$ cat config.mk
export PLATFORM = sky130hd
export DESIGN_NAME = mfe_key_regs
export DESIGN_NICKNAME = d
export VERILOG_FILES = /design/src/mfe_pkg.sv /design/src/mfe_key_regs.sv
export SDC_FILE = /design/constraint.sdc
export NUM_CORES = 1
export LEC_CHECK = 0
export ABC_AREA = 1
export BUFFER_PORTS_ARGS = -buffer_cell sky130_fd_sc_hd__clkbuf_2
export CELL_PAD_IN_SITES_DETAIL_PLACEMENT = 1
export CELL_PAD_IN_SITES_GLOBAL_PLACEMENT = 1
export CORE_MARGIN = 2
export CORE_UTILIZATION = 36
export DETAILED_ROUTE_END_ITERATION = 10
export PLACE_DENSITY_LB_ADDON = 0.25
export SETUP_SLACK_MARGIN = 0.2
export SLEW_MARGIN = 20
export SYNTH_ARGS = -nofsm -noshare
export SYNTH_HDL_FRONTEND = slang
export SYNTH_SLANG_ARGS = --single-unit
$ cat constraint.sdc
create_clock -name clock -period 1.1 [get_ports clock]
set_input_delay 0.055 -clock clock [delete_from_list [all_inputs] [get_ports clock]]
set_output_delay 0.055 -clock clock [all_outputs]
set_load 0.05 [all_outputs]
$ cat src/mfe_pkg.sv
// Types, constants and round-function helpers of the MAGENTA encrypt unit
package mfe_pkg;

   localparam int HALF_W           = 64;
   localparam int KEY_W            = 64;
   localparam int NUM_KEYS         = 8;
   localparam int KEY_SEL_W        = 3;
   localparam int CSR_IDX_W        = 4;
   localparam int NUM_BYTES        = 16;
   localparam int STAGES_PER_ROUND = 6;
   localparam int ROUNDS_DEFAULT   = 6;

   typedef logic [NUM_BYTES-1:0][7:0] bytes_type;
   typedef logic [NUM_KEYS-1:0][KEY_W-1:0] key_bank_type;

   typedef struct packed {
      logic [HALF_W-1:0] left;
      logic [HALF_W-1:0] right;
      bytes_type         t;
   } stage_data_type;

   typedef logic [7:0] exp_tab_type [256];

   // powers of alpha modulo 0x165, last entry forced to zero
   localparam exp_tab_type EXP_TAB = '{
      8'd1,   8'd2,   8'd4,   8'd8,   8'd16,  8'd32,  8'd64,  8'd128,
      8'd101, 8'd202, 8'd241, 8'd135, 8'd107, 8'd214, 8'd201, 8'd247,
      8'd139, 8'd115, 8'd230, 8'd169, 8'd55,  8'd110, 8'd220, 8'd221,
      8'd223, 8'd219, 8'd211, 8'd195, 8'd227, 8'd163, 8'd35,  8'd70,
      8'd140, 8'd125, 8'd250, 8'd145, 8'd71,  8'd142, 8'd121, 8'd242,
      8'd129, 8'd103, 8'd206, 8'd249, 8'd151, 8'd75,  8'd150, 8'd73,
      8'd146, 8'd65,  8'd130, 8'd97,  8'd194, 8'd225, 8'd167, 8'd43,
      8'd86,  8'd172, 8'd61,  8'd122, 8'd244, 8'd141, 8'd127, 8'd254,
      8'd153, 8'd87,  8'd174, 8'd57,  8'd114, 8'd228, 8'd173, 8'd63,
      8'd126, 8'd252, 8'd157, 8'd95,  8'd190, 8'd25,  8'd50,  8'd100,
      8'd200, 8'd245, 8'd143, 8'd123, 8'd246, 8'd137, 8'd119, 8'd238,
      8'd185, 8'd23,  8'd46,  8'd92,  8'd184, 8'd21,  8'd42,  8'd84,
      8'd168, 8'd53,  8'd106, 8'd212, 8'd205, 8'd255, 8'd155, 8'd83,
      8'd166, 8'd41,  8'd82,  8'd164, 8'd45,  8'd90,  8'd180, 8'd13,
      8'd26,  8'd52,  8'd104, 8'd208, 8'd197, 8'd239, 8'd187, 8'd19,
      8'd38,  8'd76,  8'd152, 8'd85,  8'd170, 8'd49,  8'd98,  8'd196,
      8'd237, 8'd191, 8'd27,  8'd54,  8'd108, 8'd216, 8'd213, 8'd207,
      8'd251, 8'd147, 8'd67,  8'd134, 8'd105, 8'd210, 8'd193, 8'd231,
      8'd171, 8'd51,  8'd102, 8'd204, 8'd253, 8'd159, 8'd91,  8'd182,
      8'd9,   8'd18,  8'd36,  8'd72,  8'd144, 8'd69,  8'd138, 8'd113,
      8'd226, 8'd161, 8'd39,  8'd78,  8'd156, 8'd93,  8'd186, 8'd17,
      8'd34,  8'd68,  8'd136, 8'd117, 8'd234, 8'd177, 8'd7,   8'd14,
      8'd28,  8'd56,  8'd112, 8'd224, 8'd165, 8'd47,  8'd94,  8'd188,
      8'd29,  8'd58,  8'd116, 8'd232, 8'd181, 8'd15,  8'd30,  8'd60,
      8'd120, 8'd240, 8'd133, 8'd111, 8'd222, 8'd217, 8'd215, 8'd203,
      8'd243, 8'd131, 8'd99,  8'd198, 8'd233, 8'd183, 8'd11,  8'd22,
      8'd44,  8'd88,  8'd176, 8'd5,   8'd10,  8'd20,  8'd40,  8'd80,
      8'd160, 8'd37,  8'd74,  8'd148, 8'd77,  8'd154, 8'd81,  8'd162,
      8'd33,  8'd66,  8'd132, 8'd109, 8'd218, 8'd209, 8'd199, 8'd235,
      8'd179, 8'd3,   8'd6,   8'd12,  8'd24,  8'd48,  8'd96,  8'd192,
      8'd229, 8'd175, 8'd59,  8'd118, 8'd236, 8'd189, 8'd31,  8'd62,
      8'd124, 8'd248, 8'd149, 8'd79,  8'd158, 8'd89,  8'd178, 8'd0
   };

   function automatic logic [7:0] mix(input logic [7:0] x, input logic [7:0] y);
      return EXP_TAB[x ^ EXP_TAB[y]];
   endfunction

   // one butterfly level across index bit 'stride'
   function automatic bytes_type bfly_level(input bytes_type v, input int stride);
      bytes_type r;
      r = v;
      for (int i = 0; i < NUM_BYTES; i++) begin
         if ((i & stride) == 0) begin
            r[i]          = mix(v[i], v[i + stride]);
            r[i + stride] = mix(v[i + stride], v[i]);
         end
      end
      return r;
   endfunction

   // right half in bytes 0..7 and key in bytes 8..15, most significant first
   function automatic bytes_type unpack_bytes(input logic [HALF_W-1:0] r,
                                              input logic [KEY_W-1:0] k);
      bytes_type w;
      for (int j = 0; j < 8; j++) begin
         w[j]     = r[HALF_W-1-8*j -: 8];
         w[8 + j] = k[KEY_W-1-8*j -: 8];
      end
      return w;
   endfunction

   // even bytes, then odd bytes, xor the unpacked input
   function automatic bytes_type shuffle(input bytes_type w, input bytes_type t);
      bytes_type s;
      for (int i = 0; i < 8; i++) begin
         s[i]     = w[i] ^ t[2*i];
         s[i + 8] = w[i + 8] ^ t[2*i + 1];
      end
      return s;
   endfunction

   function automatic logic [HALF_W-1:0] even_bytes(input bytes_type t);
      logic [HALF_W-1:0] r;
      for (int j = 0; j < 8; j++) begin
         r[HALF_W-1-8*j -: 8] = t[2*j];
      end
      return r;
   endfunction

endpackage

$ cat src/mfe_key_regs.sv
// Round key register bank written through the configuration port
module mfe_key_regs
   import mfe_pkg::*;
(
   input  logic                 clock,
   input  logic                 reset,
   input  logic                 csr_wr_en,
   input  logic [CSR_IDX_W-1:0] csr_index,
   input  logic [KEY_W-1:0]     csr_wdata,
   output key_bank_type         keys
);

   key_bank_type key_ff;
   key_bank_type key_in;

   always_comb begin
      key_in = key_ff;
      // drop writes beyond the last key
      if (csr_wr_en && (csr_index < CSR_IDX_W'(NUM_KEYS))) begin
         key_in[csr_index[KEY_SEL_W-1:0]] = csr_wdata;
      end
   end

   always_ff @(posedge clock) begin
      if (reset) begin
         key_ff <= '0;
      end else begin
         key_ff <= key_in;
      end
   end

   assign keys = key_ff;

endmodule

==> flow_summary_export.csv, run 1 <==
group,metric,value,unit
status,status,"complete, but fails checks",
status,violations,"setup timing",
route,drc,0,
timing,timing.final.crit_share,139,%
route,via_per_inst,6.07,
route,dr.pass1.iters,6,
layout,largest_reg_flops,512,
layout,multi_input_area,8210,µm²
power,switching_share,30.9,%
power,power.internal,0.0335,W
yosys,synth_edf_count,0,
layout,final_nets,3692,
global_route,grt_max_degree,61,
yosys,avgSynthCellArea,6.86,µm²
clock_tree,cts_buffers,57,
yosys,ys_seq_elements,512,
placed_design,io_buffers,582,
yosys,netlist_top_cells_area,"dfxtp_1 (53%), nor2_1 (20%), nand2_1 (15%), nand3_1 (6.6%), buf_2 (2.7%)",
floorplanning,fp.dieW,236,µm
worst_setup_path,cp.arrival,1.97,ns
global_route,grt_first_pass_wirelength,180000,µm
global_route,overflow,0,
floorplanning,fp.dieH,236,µm
run,maxCapViolCount,0,
timing,drv_slew,0,
global_route,antenna_found_initial,8,
clock_tree,tritoncts,"done",
power,seq_power_share,39.7,%
yosys,synth_top_area_cell,"dfxtp_1",
route,routed_wirelength,154000,µm
global_route,grt_pass1_vias,26700,
floorplanning,fp.coreArea,53600,µm²
layout,fill_cells,5720,
floorplanning,rows,85,
clock_tree,clk_pin_slew,0.07,ns
layout,final_cell_area,37700,µm²
timing,fin_skew,0,ns
worst_setup_path,r2r-start,"keys[155]$_SDFFE_PP0P_",
timing,hold_viol,0,
yosys,syn-num-nets,2907,
worst_setup_path,crit_path_start,"csr_wdata[24]",
layout,utilization,70.3,%
yosys,synth_async_sr_flop_share,0,%
route,wl_per_cell,35.2,µm
yosys,synth_cell_types,11,
clock_tree,cts_sinks,512,
timing,worstMarginPinSlew,0.852,ns
clock_tree,cts_max_path_buffers,3,
placed_design,post_dp_cell_area,24000,µm²
yosys,ys_seq_area_share,52.7,%
placed_design,dp_hpwl,56100,µm
layout,area_growth,93.7,%
placed_design,finalWeightedCongestion,0.837,
layout,drive_gt1_share,41.0,%
timing,slew_headroom,43.0,%
worst_setup_path,start_kind,"primary input",
floorplanning,ioPinCount,583,
worst_setup_path,cp-end-kind,"flip-flop",
floorplanning,floorplan.initialDensity,36.3,%
clock_tree,cts_max_level,2,
clock_tree,clk_latency,0.61,ns
worst_setup_path,crit_path_max_fanout,8,
timing,setup_ws,-0.434,ns
worst_setup_path,reg2reg_to,"keys[155]$_SDFFE_PP0P_",
worst_hold_path,worst_hold_path_type,"primary input to flip-flop",
yosys,yosys-top-cells-count,"nor2_1 (1029), nand2_1 (773), dfxtp_1 (512), nand3_1 (257), buf_2 (105)",
timing,fmax,652,MHz
yosys,yosysWarnings,0,
worst_setup_path,crit_path_end,"keys[408]$_SDFFE_PP0P_",
power,pwr-share-comb,15.6,%
route,vias,26500,
worst_setup_path,worstRegToRegCells,2,
timing,finalSetupViolations,523,
layout,regArea,11300,µm²
clock_tree,cts-root-buf,"clkbuf_16",
route,drt_iter0_markers,3267,
power,switchingPower,0.0150,W
yosys,syn_inst,2836,
worst_setup_path,worstSetupPathType,"primary input to flip-flop",
power,clkPwrFrac,44.7,%
worst_setup_path,r2r_setup_slack,-0.21,ns
yosys,synth_top_area_share,52.7,%
global_route,grt_use_total,42.8,%
yosys,yosysMostFrequentCell,"nor2_1",
yosys,synthFlopType,"dfxtp_1",
power,leakagePower,16.2,nW
timing,rsz0062_at_grt,"true",
power,irDropWorstVdd,1470,µV
yosys,synth.cell_area,19500,µm²
route,antenna_left,0,
floorplanning,die-area,55900,µm²
timing,fin_crit,1.53,ns
power,p_per_area,1290,nW/µm²
worst_setup_path,required,1.54,ns
[through the flow]
stage                     worst slack, ns  hold slack (ns)  total power (W)  std cells  setup TNS [ns]
after global routing               -0.379           0.0485           0.0490       4364          -56.11
after CTS                          -0.143         -0.00706           0.0458       4239          -53.85
after global placement             -0.190            0.449           0.0243       4030          -62.35
after floorplan                     0.201            0.321           0.0228       2836               0
after detailed placement           -0.254            0.461           0.0245       4030          -83.20
final                              -0.434           0.0408           0.0485       4365          -53.48
[worst max-delay path, cell delays in order]
cell,delay [ns]
dlygate4sd3_1,0.53
clkbuf_2,0.11
inv_1,0.22
nand3_1,0.24
nand2_1,0.14
nor2_1,0.67
[metal layers]
metal	vias to the layer above	track usage, %	share of wire [%]
met5	-	0	0.078
met4	14	33.9	11
met3	1068	11.1	12
met2	2529	74.1	45
met1	12700	43.9	31
li1	10200	-	-
[logic make-up after synthesis]
logic type / after synthesis / synth area share [%]
buf+inv: 259 / 5.67
flops: 512 / 52.7
simple gates: 2065 / 41.6
[final cells by class]
type	instances	area share, %
diodes	2	0.0133
clock buffers	85	4.49
clock inverters	20	0.671
inverters	72	0.936
multi-input cells	2065	21.8
flip-flops and latches	512	30.0
well taps	696	2.31
repair buffers	913	39.8
[worst min-delay path by stage]
stage / startpoint / endpoint / slack [ns] / depth (start not counted)
2_1_floorplan: csr_index[0] / keys[384]$_SDFFE_PP0P_ / 0.32 / 4
3_3_place_gp: keys[405]$_SDFFE_PP0P_ / keys[405]$_SDFFE_PP0P_ / 0.45 / 2
3_5_place_dp: keys[444]$_SDFFE_PP0P_ / keys[444]$_SDFFE_PP0P_ / 0.46 / 2
4_1_cts: reset / keys[476]$_SDFFE_PP0P_ / -0.007 / 5
5_1_grt: reset / keys[86]$_SDFFE_PP0P_ / 0.05 / 5
6_report: reset / keys[279]$_SDFFE_PP0P_ / 0.04 / 5
[power by group through the flow]
stage	clock network [W]	logic, W	registers [W]
detailed placement	0	0.00484	0.0196
finish	0.0217	0.00757	0.0192
global placement	0	0.00473	0.0196
floorplan	0	0.00179	0.0210
CTS	0.0202	0.00629	0.0194
global route	0.0221	0.00766	0.0192
[what timing repair did]
action                                  CTS  global route
setup endpoints to repair               512           592
cloned                                    0             1
gates resized for setup                1901           349
buffers inserted                         39           125
hold buffers                             65             0
endpoints found under the hold margin   386             0
pin swaps                                 0             4
[cell usage in the layout, fill, tap and decap left out, types with 64 or more instances in the layout]
cell type  synthesis  routed
buf_12             0      64
buf_4              0     207
buf_8              0     156
clkbuf_16          0     410
clkbuf_2           0      70
dfxtp_2            0     344
dfxtp_4            0     168
nand2_1          773     772
nand3_1          257     251
nor2_1          1029    1020
No activity file was read; power rests on OpenSTA's default activity.
==> run 2, diff against run 1 <==
PLACE_DENSITY_LB_ADDON = 0.05   (was 0.25)
==> run 2 against run 1 <==
The run ends with hold timing, setup timing left; maximum frequency up 9.8%; setup slack better by 0.14 ns; via count down 0.80%; sequential cell count unchanged; utilization up 0.11 points; final cell count down 0.39%; critical endpoint is now keys[489]$_SDFFE_PP0P_; highest routed layer unchanged.
==> flow_summary_export.csv, run 2 (synthesized netlist as in run 1, its figures left out) <==
group,metric,value,unit
floorplanning,fp.coreArea,53600,µm²
route,drt_iter0_markers,2919,
clock_tree,clk_pin_slew,0.08,ns
placed_design,io_buffers,582,
timing,fin_hold_ws,-0.0165,ns
global_route,overflow,0,
layout,final_nets,3677,
route,drc,0,
global_route,grt_use_total,40.4,%
timing,worstMarginPinSlew,0.726,ns
worst_hold_path,worst_hold_path_type,"primary input to flip-flop",
global_route,antenna_found_initial,4,
timing,setup_tns,-58.19,ns
timing,drv_slew,0,
power,p_per_area,1270,nW/µm²
timing,timing.final.crit_share,127,%
layout,final_common_cell,"nor2_1",
clock_tree,cts_sinks,512,
clock_tree,cts_max_path_buffers,3,
floorplanning,rows,85,
placed_design,dp_hpwl,57800,µm
layout,area_growth,94.1,%
worst_setup_path,cp.arrival,1.86,ns
timing,hold_viol,4,
timing,rsz0062_at_grt,"true",
route,routed_wirelength,150000,µm
worst_setup_path,worstRegToRegCells,2,
worst_setup_path,start_kind,"primary input",
timing,fin_crit,1.40,ns
timing,fmax,716,MHz
worst_setup_path,cp-end-kind,"flip-flop",
route,wl_per_cell,34.4,µm
worst_setup_path,crit_path_max_fanout,8,
clock_tree,tritoncts,"done",
route,via_per_inst,6.05,
timing,setup_ws,-0.296,ns
placed_design,finalWeightedCongestion,0.834,
power,irDropWorstVdd,1310,µV
clock_tree,cts_max_level,2,
placed_design,post_dp_cell_area,24200,µm²
run,maxCapViolCount,0,
floorplanning,fp.dieH,236,µm
timing,fin_skew,0,ns
route,vias,26300,
global_route,grt_max_degree,75,
worst_setup_path,r2r_setup_slack,-0.16,ns
clock_tree,cts-root-buf,"clkbuf_16",
worst_setup_path,worstSetupPathType,"primary input to flip-flop",
status,status,"complete, but fails checks",
layout,mostFrequentLayoutCells,"nor2_1 (1022), nand2_1 (771), clkbuf_16 (437)",
status,violations,"hold timing, setup timing",
route,dr.pass1.iters,6,
route,antenna_left,0,
worst_hold_path,whs_path_depth,5,
global_route,grt_pass1_vias,25900,
clock_tree,cts_buffers,56,
timing,slew_headroom,51.4,%
timing,finalSetupViolations,516,
layout,largest_reg_flops,512,
power,leakagePower,16.2,nW
clock_tree,clk_latency,0.61,ns
layout,final_cell_area,37800,µm²
global_route,grt_first_pass_wirelength,171000,µm
floorplanning,ioPinCount,583,
layout,drive_gt1_share,40.6,%
floorplanning,fp.dieW,236,µm
floorplanning,floorplan.initialDensity,36.3,%
floorplanning,die-area,55900,µm²
worst_setup_path,required,1.56,ns
[run 2: per-stage QoR]
step                      utilization [%]  hold WS [ns]  worst slack [ns]  std cells  power, W
after detailed placement             45.1         0.461            -0.342       4044    0.0246
after global routing                 70.4      -0.00484            -0.257       4348    0.0484
after global placement               45.1         0.451            -0.258       4044    0.0245
after CTS                            67.7       -0.0208            -0.152       4231    0.0453
after floorplan                         -         0.321             0.201       2836    0.0228
final                                70.4       -0.0165            -0.296       4348    0.0479
[run 2: critical path, cell delays in order]
cell           delay [ns]
dlygate4sd3_1        0.59
clkbuf_2             0.14
inv_1                0.24
nand2_1              0.18
nand2_1              0.09
nor2_1               0.57
[run 2: path summary, 6_finish.rpt]
path                                        startpoint                      to
worst max-delay path                     csr_wdata[41]  keys[489]$_SDFFE_PP0P_
worst min-delay path                             reset  keys[193]$_SDFFE_PP0P_
worst max register to register  keys[489]$_SDFFE_PP0P_  keys[489]$_SDFFE_PP0P_
worst min register to register  keys[350]$_SDFFE_PP0P_  keys[350]$_SDFFE_PP0P_
[run 2: power breakdown]
part	leakage (nW)	total, W	internal, W	switching, W
Combinational	10.8	0.00767	0.00290	0.00478
Sequential	4.42	0.0194	0.0188	0.000537
Clock	0.906	0.0208	0.0114	0.00942
Total	16.2	0.0479	0.0331	0.0147
[run 2: area by class of cell]
cell class,instances,area (µm²)
Antenna cell,7,17.5
Clock buffer,83,1630
Clock inverter,14,199
Fill cell,5660,15800
Inverter,72,372
Multi-Input combinational cell,2065,8230
Sequential cell,512,11100
Tap cell,696,871
Timing Repair Buffer,899,15300
[run 2: metal layers]
layer	GRT usage, %	wire, µm	up-vias
met1	42.4	48800	12800
met3	11.1	16900	1000
met4	25.7	15700	4
li1	-	-	10100
met2	71.3	68400	2322
met5	0	26	-
[run 2: what timing repair did]
item                                    in CTS  in global routing
gates cloned                                 0                  3
hold endpoints to repair                   399                  0
hold buffers                                67                  0
pin swaps                                    0                  3
buffers inserted                            23                109
endpoints found under the setup margin     512                703
resized for setup                         1929                248
